### src/sv/kti_pkg.sv
// Shared types, codes and constants of the keyframe table interpolator.
package kti_pkg;

  localparam int MAX_KEYFRAMES_DEF  = 32;
  localparam int NUM_PROPERTIES_DEF = 64;

  localparam int KEY_W  = 17;
  localparam int PROP_W = 6;
  localparam int VAL_W  = 24;
  localparam int DUR_W  = 16;
  localparam int TIME_W = 33;
  localparam int PROD_W = 58;
  localparam int DIV_W  = 60;

  localparam logic [DUR_W-1:0] DURATION_RESET = 16'd256;

  typedef enum logic [1:0] {
    REQ_SET    = 2'd0,
    REQ_REMOVE = 2'd1,
    REQ_QUERY  = 2'd2,
    REQ_STRIP  = 2'd3
  } req_e;

  typedef enum logic [3:0] {
    ST_IDLE,
    ST_DISPATCH,
    ST_SET_SCAN,
    ST_SET_ACT,
    ST_SET_WR,
    ST_REM_SCAN,
    ST_STRIP_SCAN,
    ST_Q_RD,
    ST_Q_UPD,
    ST_Q_MUL,
    ST_Q_DIVI,
    ST_Q_DIV,
    ST_FINISH
  } state_e;

  typedef struct packed {
    logic load;
    logic inc;
    logic ins;
    logic del;
    logic wr_val;
    logic set_full;
    logic q_rd;
    logic q_upd;
    logic mul;
    logic div_init;
    logic div_step;
    logic emit;
  } cmd_t;

  typedef struct packed {
    req_e req;
    logic prop_ok;
    logic in_range;
    logic pos_lt;
    logic pos_eq;
    logic full;
    logic pres_zero;
    logic interp;
    logic div_last;
  } sts_t;

endpackage

### src/sv/kti_ctrl.sv
// Request sequencer: dispatches each transaction and steps the datapath.
module kti_ctrl (
  input  logic          clk_i,
  input  logic          rst_ni,
  input  logic          in_valid_i,
  output logic          in_ready_o,
  output logic          out_valid_o,
  input  logic          out_ready_i,
  input  kti_pkg::sts_t sts_i,
  output kti_pkg::cmd_t cmd_o
);
  import kti_pkg::*;

  state_e state_q, state_d;
  logic   out_valid_q, out_valid_d;

  always_ff @(posedge clk_i or negedge rst_ni) begin
    if (!rst_ni) begin
      state_q     <= ST_IDLE;
      out_valid_q <= 1'b0;
    end else begin
      state_q     <= state_d;
      out_valid_q <= out_valid_d;
    end
  end

  always_comb begin
    state_d = state_q;
    cmd_o   = '0;
    unique case (state_q)
      ST_IDLE: begin
        if (in_valid_i) begin
          cmd_o.load = 1'b1;
          state_d    = ST_DISPATCH;
        end
      end
      ST_DISPATCH: begin
        unique case (sts_i.req)
          REQ_SET:    state_d = sts_i.prop_ok ? ST_SET_SCAN : ST_FINISH;
          REQ_REMOVE: state_d = ST_REM_SCAN;
          REQ_QUERY:  state_d = sts_i.prop_ok ? ST_Q_RD : ST_FINISH;
          REQ_STRIP:  state_d = ST_STRIP_SCAN;
          default:    state_d = ST_FINISH;
        endcase
      end
      ST_SET_SCAN: begin
        if (sts_i.in_range && sts_i.pos_lt) begin
          cmd_o.inc = 1'b1;
        end else begin
          state_d = ST_SET_ACT;
        end
      end
      ST_SET_ACT: begin
        priority if (sts_i.in_range && sts_i.pos_eq) begin
          cmd_o.wr_val = 1'b1;
          state_d      = ST_FINISH;
        end else if (sts_i.full) begin
          cmd_o.set_full = 1'b1;
          state_d        = ST_FINISH;
        end else begin
          cmd_o.ins = 1'b1;
          state_d   = ST_SET_WR;
        end
      end
      ST_SET_WR: begin
        cmd_o.wr_val = 1'b1;
        state_d      = ST_FINISH;
      end
      ST_REM_SCAN: begin
        priority if (!sts_i.in_range) begin
          state_d = ST_FINISH;
        end else if (sts_i.pos_eq) begin
          cmd_o.del = 1'b1;
          state_d   = ST_FINISH;
        end else begin
          cmd_o.inc = 1'b1;
        end
      end
      ST_STRIP_SCAN: begin
        // hold the index after a removal: the next keyframe moved into it
        priority if (!sts_i.in_range) begin
          state_d = ST_FINISH;
        end else if (sts_i.pres_zero) begin
          cmd_o.del = 1'b1;
        end else begin
          cmd_o.inc = 1'b1;
        end
      end
      ST_Q_RD: begin
        if (sts_i.in_range) begin
          cmd_o.q_rd = 1'b1;
          state_d    = ST_Q_UPD;
        end else begin
          state_d = sts_i.interp ? ST_Q_MUL : ST_FINISH;
        end
      end
      ST_Q_UPD: begin
        cmd_o.q_upd = 1'b1;
        cmd_o.inc   = 1'b1;
        state_d     = ST_Q_RD;
      end
      ST_Q_MUL: begin
        cmd_o.mul = 1'b1;
        state_d   = ST_Q_DIVI;
      end
      ST_Q_DIVI: begin
        cmd_o.div_init = 1'b1;
        state_d        = ST_Q_DIV;
      end
      ST_Q_DIV: begin
        cmd_o.div_step = 1'b1;
        if (sts_i.div_last) begin
          state_d = ST_FINISH;
        end
      end
      ST_FINISH: begin
        if (!out_valid_q || out_ready_i) begin
          cmd_o.emit = 1'b1;
          state_d    = ST_IDLE;
        end
      end
      default: state_d = ST_IDLE;
    endcase
  end

  always_comb begin
    if (cmd_o.emit) begin
      out_valid_d = 1'b1;
    end else if (out_ready_i) begin
      out_valid_d = 1'b0;
    end else begin
      out_valid_d = out_valid_q;
    end
  end

  assign in_ready_o  = state_q == ST_IDLE;
  assign out_valid_o = out_valid_q;

`ifndef SYNTHESIS
  a_emit_free: assert property (@(posedge clk_i) disable iff (!rst_ni)
    cmd_o.emit |-> (!out_valid_q || out_ready_i)) else $error("result overwritten");
  a_load_idle: assert property (@(posedge clk_i) disable iff (!rst_ni)
    cmd_o.load |=> (state_q == ST_DISPATCH)) else $error("load without dispatch");
  a_emit_valid: assert property (@(posedge clk_i) disable iff (!rst_ni)
    cmd_o.emit |=> out_valid_q) else $error("result not presented");
`endif

endmodule

### config.mk
export PLATFORM = sky130hd
export DESIGN_NAME = kti_ctrl
export DESIGN_NICKNAME = d
export VERILOG_FILES = /design/src/sv/kti_pkg.sv /design/src/sv/kti_ctrl.sv
export SDC_FILE = /design/constraint.sdc
export NUM_CORES = 1
export LEC_CHECK = 0
export ABC_AREA = 1
export BUFFER_PORTS_ARGS = -buffer_cell sky130_fd_sc_hd__buf_2
export CAP_MARGIN = 20
export CORE_MARGIN = 3
export CORE_UTILIZATION = 46
export DETAILED_ROUTE_END_ITERATION = 10
export GPL_TIMING_DRIVEN = 1
export PLACE_DENSITY = 0.87
export SETUP_SLACK_MARGIN = 0.1
export SKIP_CTS_REPAIR_TIMING = 1
export SLEW_MARGIN = 25
export SYNTH_ARGS = -nofsm -noshare
export SYNTH_HDL_FRONTEND = slang
export SYNTH_SLANG_ARGS = --single-unit
### constraint.sdc
create_clock -name clk_i -period 1.7 [get_ports clk_i]
set_input_delay 0.085 -clock clk_i [delete_from_list [all_inputs] [get_ports clk_i]]
set_output_delay 0.085 -clock clk_i [all_outputs]
set_load 0.005 [all_outputs]
==> flow_summary_export.csv, run 1 <==
group,metric,value,unit
status,status,"finished clean",
critical_path,r2r_slack,0.34,ns
route,wl_met3,128,um
timing,post-route-period-util,89.83,%
placement,place.gp.congestion,0.8934,
finish,syn2layout_area_growth,28.08,%
power_and_ir_drop,leakagePower,0.5330,nW
floorplan,row_count,13,
finish,mostFrequentLayoutCells,"40 x nand2_1, 27 x buf_2, 18 x inv_1, 17 x nor2_1, 15 x nand3_1",
power_and_ir_drop,finalPower,1.280,mW
clock_tree,clk-insertion-delay-late,0.25,ns
critical_path,cp_max_fo,7,
critical_path,cp_top_family,"simple AND/OR/NAND/NOR gates",
clock_tree,root_buffer,"clkbuf_4",
route,drcViolationCount,0,
route,firstDrtPassIters,5,
synth,synth.distinct_cells,19,
floorplan,die_h,43.86,um
global_routing,antenna_found_initial,0,
power_and_ir_drop,p_int,0.5790,mW
timing,tns,0,ns
power_and_ir_drop,pwr_density_cell,1516,nW/um^2
floorplan,design.core.area,1318,sq um
finish,fin_util,64.10,%
global_routing,grtUsageTotal,20.74,%
critical_path,start_kind,"register",
power_and_ir_drop,pwr-share-comb,66.9,%
timing,worstMarginPinSlew,0.3238,ns
floorplan,start_util,50.05,%
route,wl_met2,896,um
critical_path,critPathKind,"reg -> out",
global_routing,grt_pass1_wl,3070,um
synth,synthesis.nets,134,
timing,timing.final.hold_violations,0,
placement,io_buffers,27,
critical_path,worstPathCellList,"nor2_2 > nand2_1 > o22ai_1 > buf_2",
route,antenna_left,0,
power_and_ir_drop,ir_drop,0.0005703,V
route,wl,1736,um
critical_path,crit_buf_inv,1,
timing,slew_headroom,78.39,%
global_routing,grt_pass1_vias,757,
timing,finalCriticalPeriod,1.527,ns
power_and_ir_drop,seqPwrFrac,21.8,%
route,drt_iter0_drc,15,
clock_tree,cts.reportedPaths.clkPinSlew,0.05,ns
global_routing,grt_max_degree,8,
timing,maxSlewViolCount,0,
clock_tree,numCtsBuffers,3,
route,vias_per_cell,5.072,
synth,synth-seq-area-share,18.98,%
synth,synthesis.instances,120,
power_and_ir_drop,p_switching,0.7015,mW
placement,detailed_place_hpwl,1466,um
clock_tree,clkSinkCount,5,
finish,layout-drive-gt1-share,31.79,%
critical_path,arrival,1.44,ns
synth,synth_area,659.4,sq um
clock_tree,h-tree-depth,1,
floorplan,dieArea,1924,sq um
finish,diodes,0,
timing,rsz0062_at_grt,"true",
floorplan,ios,28,
clock_tree,cts_buffer_depth,2,
finish,final_common_cell,"nand2_1",
timing,skew,0.003371,ns
critical_path,required,1.62,ns
synth,syn_area_per_cell,5.495,sq um
run,maxCapViolCount,0,
min_path,hp-class,"in -> reg",
clock_tree,cts_tree,"yes",
synth,yosysWarningCount,0,
timing,fmax,654.8,MHz
route,wl_per_cell,10.46,um
timing,setup_viol,0,
route,met1_length,695,um
power_and_ir_drop,sw_frac_of_total,54.78,%
synth,ys_ff_latch,5,
power_and_ir_drop,clock_power_share,11.3,%
finish,nets,166,
critical_path,critPathMaxStageDelay,0.45,ns
critical_path,critPathSlowestCell,"dfrtp_1",
critical_path,critPathCaptureType,"output pin",
global_routing,grt.overflow.total,0,
route,vias,842,
route,maxUsedRoutingLayer,"met4",
floorplan,fp.dieW,43.86,um
## Yosys cell counts
| master | instances | area (sq um) |
|---|---|---|
| nand3b_1 | 1 | 7.510 |
| nor2_2 | 4 | 25.02 |
| nand3_4 | 1 | 17.52 |
| nor2_1 | 17 | 63.81 |
| o21ai_0 | 1 | 5.000 |
| buf_4 | 1 | 7.510 |
| nor3_1 | 2 | 10.01 |
| nor2_4 | 3 | 33.78 |
| inv_2 | 3 | 11.26 |
| o22ai_1 | 1 | 6.260 |
| nand4_1 | 2 | 12.51 |
| a21oi_1 | 1 | 5.000 |
| inv_1 | 18 | 67.56 |
| dfrtp_1 | 5 | 125.1 |
| or2_2 | 1 | 6.260 |
| nand2_1 | 40 | 150.1 |
| nand2_4 | 1 | 11.26 |
| nand2_2 | 3 | 18.77 |
| nand3_1 | 15 | 75.07 |
## power by group through the flow
stage	clock network (mW)	registers (mW)	logic [mW]
6_report	0.144	0.280	0.857
3_5_place_dp	0	0.277	0.853
4_1_cts	0.142	0.275	0.856
3_3_place_gp	0	0.271	0.828
5_1_grt	0.160	0.292	0.984
2_1_floorplan	0	0.258	0.630
## routing by layer
layer | GRT usage [%] | vias up
met3 | 5.394 | 2
met5 | 0 | -
met2 | 34.88 | 32
li1 | - | 434
met1 | 26.50 | 374
met4 | 4.217 | 0
## worst paths after layout
kind / end / depth (start not counted) / start
setup / recovery: cmd_o[7] / 4 / state_q[3]
hold / removal: out_valid_o / 2 / out_ready_i
setup reg to reg: state_q[2] / 6 / state_q[3]
hold reg to reg: out_valid_o / 2 / out_valid_o
max in group asynchronous: state_q[1] / 2 / rst_ni
min in group asynchronous: state_q[3] / 2 / rst_ni
## worst register-to-register path, delay by kind of cell (launching register included)
| kind | cells | cell delay, ns |
|---|---|---|
| simple gates | 6 | 0.79 |
| flops | 1 | 0.45 |
## stage by stage
| step | std cells | instance area, sq um | setup WS [ns] | hold slack (ns) |
|---|---|---|---|---|
| 6_report | 166 | 844.6 | 0.1729 | 0.06215 |
| 3_5_place_dp | 161 | 805.8 | 0.3467 | -0.09881 |
| 5_1_grt | 166 | 844.6 | 0.03190 | 0.07376 |
| 2_1_floorplan | 120 | 659.4 | 0.5108 | -0.2106 |
| 3_3_place_gp | 161 | 805.8 | 0.3710 | -0.09768 |
| 4_1_cts | 165 | 832.0 | 0.1791 | -0.3578 |
## state kept, by name, summed over array words and instances (netlist names)
| register | cells |
|---|---|
| out_valid_o | 1 |
| state_q | 4 |
## cells by family after synthesis
| group | count (synthesis) | synth area share (%) |
|---|---|---|
| AOI/OAI and AO/OA | 3 | 2.466 |
| buffers and inverters | 22 | 13.09 |
| DFF | 5 | 18.98 |
| and+or+nand+nor | 90 | 65.46 |
## final cells by class
| cell class | count | area, sq um |
|---|---|---|
| repair buffers | 28 | 145.1 |
| inverters | 21 | 78.83 |
| clock buffers | 4 | 26.28 |
| well taps | 15 | 18.77 |
| flip-flops and latches | 5 | 127.6 |
| multi-input cells | 93 | 447.9 |
| fillers | 116 | 473.0 |
Power figures use the tool's default switching activity.
==> inputs of run 2 (changes only) <==
--- a/config.mk
+++ b/config.mk
@@ -10,3 +10,2 @@
 export CAP_MARGIN = 20
-export CORE_MARGIN = 3
 export CORE_UTILIZATION = 46
--- a/constraint.sdc
+++ b/constraint.sdc
@@ -3,2 +3,2 @@
 set_output_delay 0.085 -clock clk_i [all_outputs]
-set_load 0.005 [all_outputs]
+set_load 0.05 [all_outputs]
==> run 2 against run 1 <==
Register-to-register slack worse by 0.04 ns; critical path depth is 3 higher; clock skew is 0.00068 ns lower; critical path type unchanged; largest power group unchanged.
==> flow_summary_export.csv, run 2 (synthesized netlist as in run 1, its figures left out) <==
group,metric,value,unit
status,status,"finished clean",
clock_tree,cts_buffer_depth,2,
route,vias,881,
critical_path,required,1.62,ns
clock_tree,cts_tree,"yes",
floorplan,row_count,13,
min_path,worstHoldPathCells,2,
route,antenna_left,0,
critical_path,reg2reg_depth,8,
route,wl,1873,um
finish,final_area,935.9,sq um
finish,syn2layout_area_growth,41.94,%
floorplan,fp.dieW,39.86,um
critical_path,cp_max_fo,5,
finish,final_common_cell,"nand2_1",
timing,tns,0,ns
timing,timing.final.hold_violations,0,
clock_tree,h-tree-depth,1,
power_and_ir_drop,pwr_density_cell,1898,nW/um^2
floorplan,design.core.area,1318,sq um
clock_tree,cts.reportedPaths.clkPinSlew,0.04,ns
clock_tree,numCtsBuffers,3,
clock_tree,root_buffer,"clkbuf_4",
clock_tree,clk-insertion-delay-late,0.25,ns
global_routing,grt_max_degree,8,
clock_tree,clkSinkCount,5,
placement,detailed_place_hpwl,1393,um
route,firstDrtPassIters,4,
timing,slew_headroom,82.54,%
timing,worstMarginPinSlew,0.2616,ns
global_routing,grt.overflow.total,0,
finish,layout-drive-gt1-share,37.50,%
timing,maxSlewViolCount,0,
floorplan,die_h,39.86,um
power_and_ir_drop,finalPower,1.777,mW
route,drt_iter0_drc,50,
route,drcViolationCount,0,
route,vias_per_cell,5.275,
timing,post-route-period-util,92.60,%
power_and_ir_drop,leakagePower,0.5439,nW
placement,place.gp.congestion,0.8807,
finish,mostFrequentLayoutCells,"38 x nand2_1, 18 x inv_1, 17 x nor2_1, 17 x buf_2, 15 x nand3_1",
critical_path,arrival,1.49,ns
global_routing,antenna_found_initial,0,
finish,largest_reg_flops,4,
finish,fin_util,71.04,%
floorplan,ios,28,
finish,diodes,0,
placement,place_area,825.8,sq um
timing,skew,0.002694,ns
finish,nets,167,
power_and_ir_drop,ir_drop,0.0007277,V
floorplan,start_util,50.05,%
critical_path,start_kind,"register",
timing,rsz0062_at_grt,"true",
timing,fmax,635.3,MHz
global_routing,grt_pass1_wl,2649,um
timing,setup_viol,0,
global_routing,grtUsageTotal,24.88,%
timing,finalCriticalPeriod,1.574,ns
floorplan,dieArea,1589,sq um
global_routing,grt_pass1_vias,633,
finish,largest_register,"state_q",
timing,hold_ws,0.09801,ns
min_path,hp-class,"in -> reg",
critical_path,critPathKind,"reg -> out",
critical_path,critPathCaptureType,"output pin",
route,wl_per_cell,11.22,um
run,maxCapViolCount,0,
placement,io_buffers,27,
run 2: cell types whose count changed in the layout (fill, tap and decap cells not counted), sizes merged:
cell / before / now
buf: 27 / 22
clkbuf: 4 / 10
run 2: where the power goes:
group	total (mW)	internal, mW	switching [mW]
combinational	1.35	0.416	0.930
clock	0.140	0.0889	0.0512
sequential	0.290	0.190	0.0999
run 2: worst max-delay path, cell delays in order, from the launching register on:
cell	delay [ns]
dfrtp_2	0.41
inv_1	0.13
nor2_4	0.14
nand2_1	0.08
nand2_2	0.11
nand4_1	0.11
nand3_1	0.10
buf_6	0.16
run 2: path summary, 6_finish.rpt:
check                                 start          end  slack [ns]
worst min register to register   state_q[1]   state_q[1]        0.57
worst min-delay path            out_ready_i  out_valid_o         0.1
worst max register to register   state_q[1]   state_q[3]        0.30
max in group asynchronous            rst_ni   state_q[1]        1.36
worst max-delay path             state_q[1]    cmd_o[10]        0.13
min in group asynchronous            rst_ni   state_q[0]        0.19
run 2: through the flow:
stage,std cells,setup WS [ns]
global placement,161,0.3008
floorplan,120,0.1414
detailed placement,161,0.2776
global route,167,0.02351
finish,167,0.1259
CTS,165,0.005050
run 2: area by class of cell:
type,count,area (sq um)
clock buffers,4,26.28
fillers,100,381.6
inverters,21,78.83
multi-input cells,93,488.0
flip-flops and latches,5,130.1
well taps,15,18.77
repair buffers,29,193.9
run 2: layer usage:
layer  part of all wire (%)  track usage [%]  up-vias
met3                    7.2            5.114        5
met2                     50            41.94       53
met4                    1.5            7.759        0
li1                       -                -      431
met5                      0                0        -
met1                     41            30.74      392
==> inputs of run 3 (changes only) <==
--- a/config.mk
+++ b/config.mk
@@ -16,3 +16,3 @@
 export SKIP_CTS_REPAIR_TIMING = 1
-export SLEW_MARGIN = 25
+export SLEW_MARGIN = 0
 export SYNTH_ARGS = -nofsm -noshare
==> constraint.sdc (replaced) <==
create_clock -name clk_i -period 1.7 [get_ports clk_i]
set_input_delay 0.17 -clock clk_i [delete_from_list [all_inputs] [get_ports clk_i]]
set_output_delay 0.17 -clock clk_i [all_outputs]
set_load 0.05 [all_outputs]
==> run 3 against run 2 <==
Setup slack worse by 0.17 ns; largest cell class unchanged; core utilization up 5.4 points; the run now ends with setup timing left; largest power group unchanged; flip-flop and latch count unchanged.
==> flow_summary_export.csv, run 3 (synthesized netlist as in run 1, its figures left out) <==
group,metric,value,unit
route,antenna_left,0,
critical_path,arrival,1.58,ns
finish,syn2layout_area_growth,52.75,%
finish,largest_register,"state_q",
route,drcViolationCount,0,
floorplan,ios,28,
finish,fin_util,76.45,%
timing,rsz0062_at_grt,"true",
timing,setup_ws,-0.04583,ns
critical_path,critPathCaptureType,"output pin",
global_routing,antenna_found_initial,0,
timing,post-route-period-util,102.7,%
global_routing,grt_max_degree,8,
timing,slew_headroom,83.92,%
power_and_ir_drop,leakagePower,0.5749,nW
timing,maxSlewViolCount,0,
placement,pre_cts_slack,0.1954,ns
critical_path,start_kind,"register",
clock_tree,cts_tree,"yes",
status,status,"finished, violations left",
finish,diodes,0,
timing,fmax,572.8,MHz
run,maxCapViolCount,0,
floorplan,start_util,50.05,%
finish,nets,173,
finish,final_common_cell,"nand2_1",
placement,place.gp.congestion,0.8808,
route,wl,2362,um
global_routing,grt_pass1_vias,668,
timing,worstMarginPinSlew,0.2386,ns
finish,mostFrequentLayoutCells,"39 x nand2_1, 17 x inv_1, 15 x nor2_1, 15 x nand3_1, 15 x buf_2",
critical_path,cp_max_fo,5,
global_routing,grtUsageTotal,25.35,%
clock_tree,cts_buffer_depth,2,
clock_tree,h-tree-depth,1,
finish,largest_reg_flops,4,
timing,timing.final.hold_violations,0,
clock_tree,root_buffer,"clkbuf_4",
power_and_ir_drop,ir_drop,0.0008521,V
route,firstDrtPassIters,4,
min_path,hp-class,"in -> reg",
route,wl_per_cell,13.65,um
placement,detailed_place_hpwl,1393,um
status,violations,"setup timing",
clock_tree,clk-insertion-delay-late,0.24,ns
route,drt_iter0_drc,19,
timing,skew,0.003568,ns
clock_tree,cts.reportedPaths.clkPinSlew,0.05,ns
route,vias_per_cell,5.514,
floorplan,die_h,39.86,um
route,vias,954,
finish,layout-drive-gt1-share,41.14,%
global_routing,grt_pass1_wl,2697,um
floorplan,dieArea,1589,sq um
floorplan,design.core.area,1318,sq um
floorplan,fp.dieW,39.86,um
power_and_ir_drop,pwr_density_cell,1918,nW/um^2
critical_path,required,1.53,ns
placement,io_buffers,27,
critical_path,critPathKind,"reg -> out",
floorplan,row_count,13,
global_routing,grt.overflow.total,0,
clock_tree,clkSinkCount,5,
timing,finalCriticalPeriod,1.746,ns
clock_tree,numCtsBuffers,3,
timing,setup_viol,1,
[run 3: final cells by class]
| class | count | area, sq um |
|---|---|---|
| multi-input combinational | 93 | 495.5 |
| clock buffer | 4 | 26.28 |
| fill | 99 | 310.3 |
| timing repair buffer | 35 | 257.7 |
| tap | 15 | 18.77 |
| sequential | 5 | 130.1 |
| inverter | 21 | 78.83 |
[run 3: through the flow]
stage,power (mW),TNS [ns],cells,hold WS [ns],cell area [sq um]
3_5_place_dp,1.440,0,161,-0.01110,825.8
5_1_grt,2.059,-0.1369,173,0.1904,1007
2_1_floorplan,1.210,0,120,-0.1256,679.4
6_report,1.932,-0.04583,173,0.1844,1007
3_3_place_gp,1.414,0,161,-0.01498,825.8
4_1_cts,1.589,-0.09299,165,-0.2644,852.1
[run 3: routing by layer]
metal  global-route usage, %  routed length (um)  part of all wire (%)
met5                       0                   0                     0
met4                   12.93                 129                   5.5
met3                   7.386                 171                   7.2
met2                   41.94                1174                    50
met1                   28.72                 886                    38
[run 3: worst paths after layout]
path,start,depth (start not counted),to,slack [ns]
max,state_q[1],7,cmd_o[10],-0.05
min,out_ready_i,2,out_valid_o,0.18
max reg2reg,state_q[1],8,state_q[1],0.27
min reg2reg,state_q[1],2,state_q[1],0.58
max in group asynchronous,rst_ni,2,state_q[1],1.25
min in group asynchronous,rst_ni,2,out_valid_o,0.30
[run 3: power by group]
| part | internal (mW) | switching (mW) |
|---|---|---|
| combinational | 0.500 | 0.984 |
| sequential | 0.190 | 0.116 |
| clock | 0.0890 | 0.0532 |
[run 3: worst max-delay path, stage by stage, from the launching register on]
cell     delay (ns)
dfrtp_2        0.41
inv_1          0.13
nor2_4         0.15
nand2_1        0.12
nand2_2        0.15
nand4_1        0.11
nand3_1        0.10
buf_6          0.16
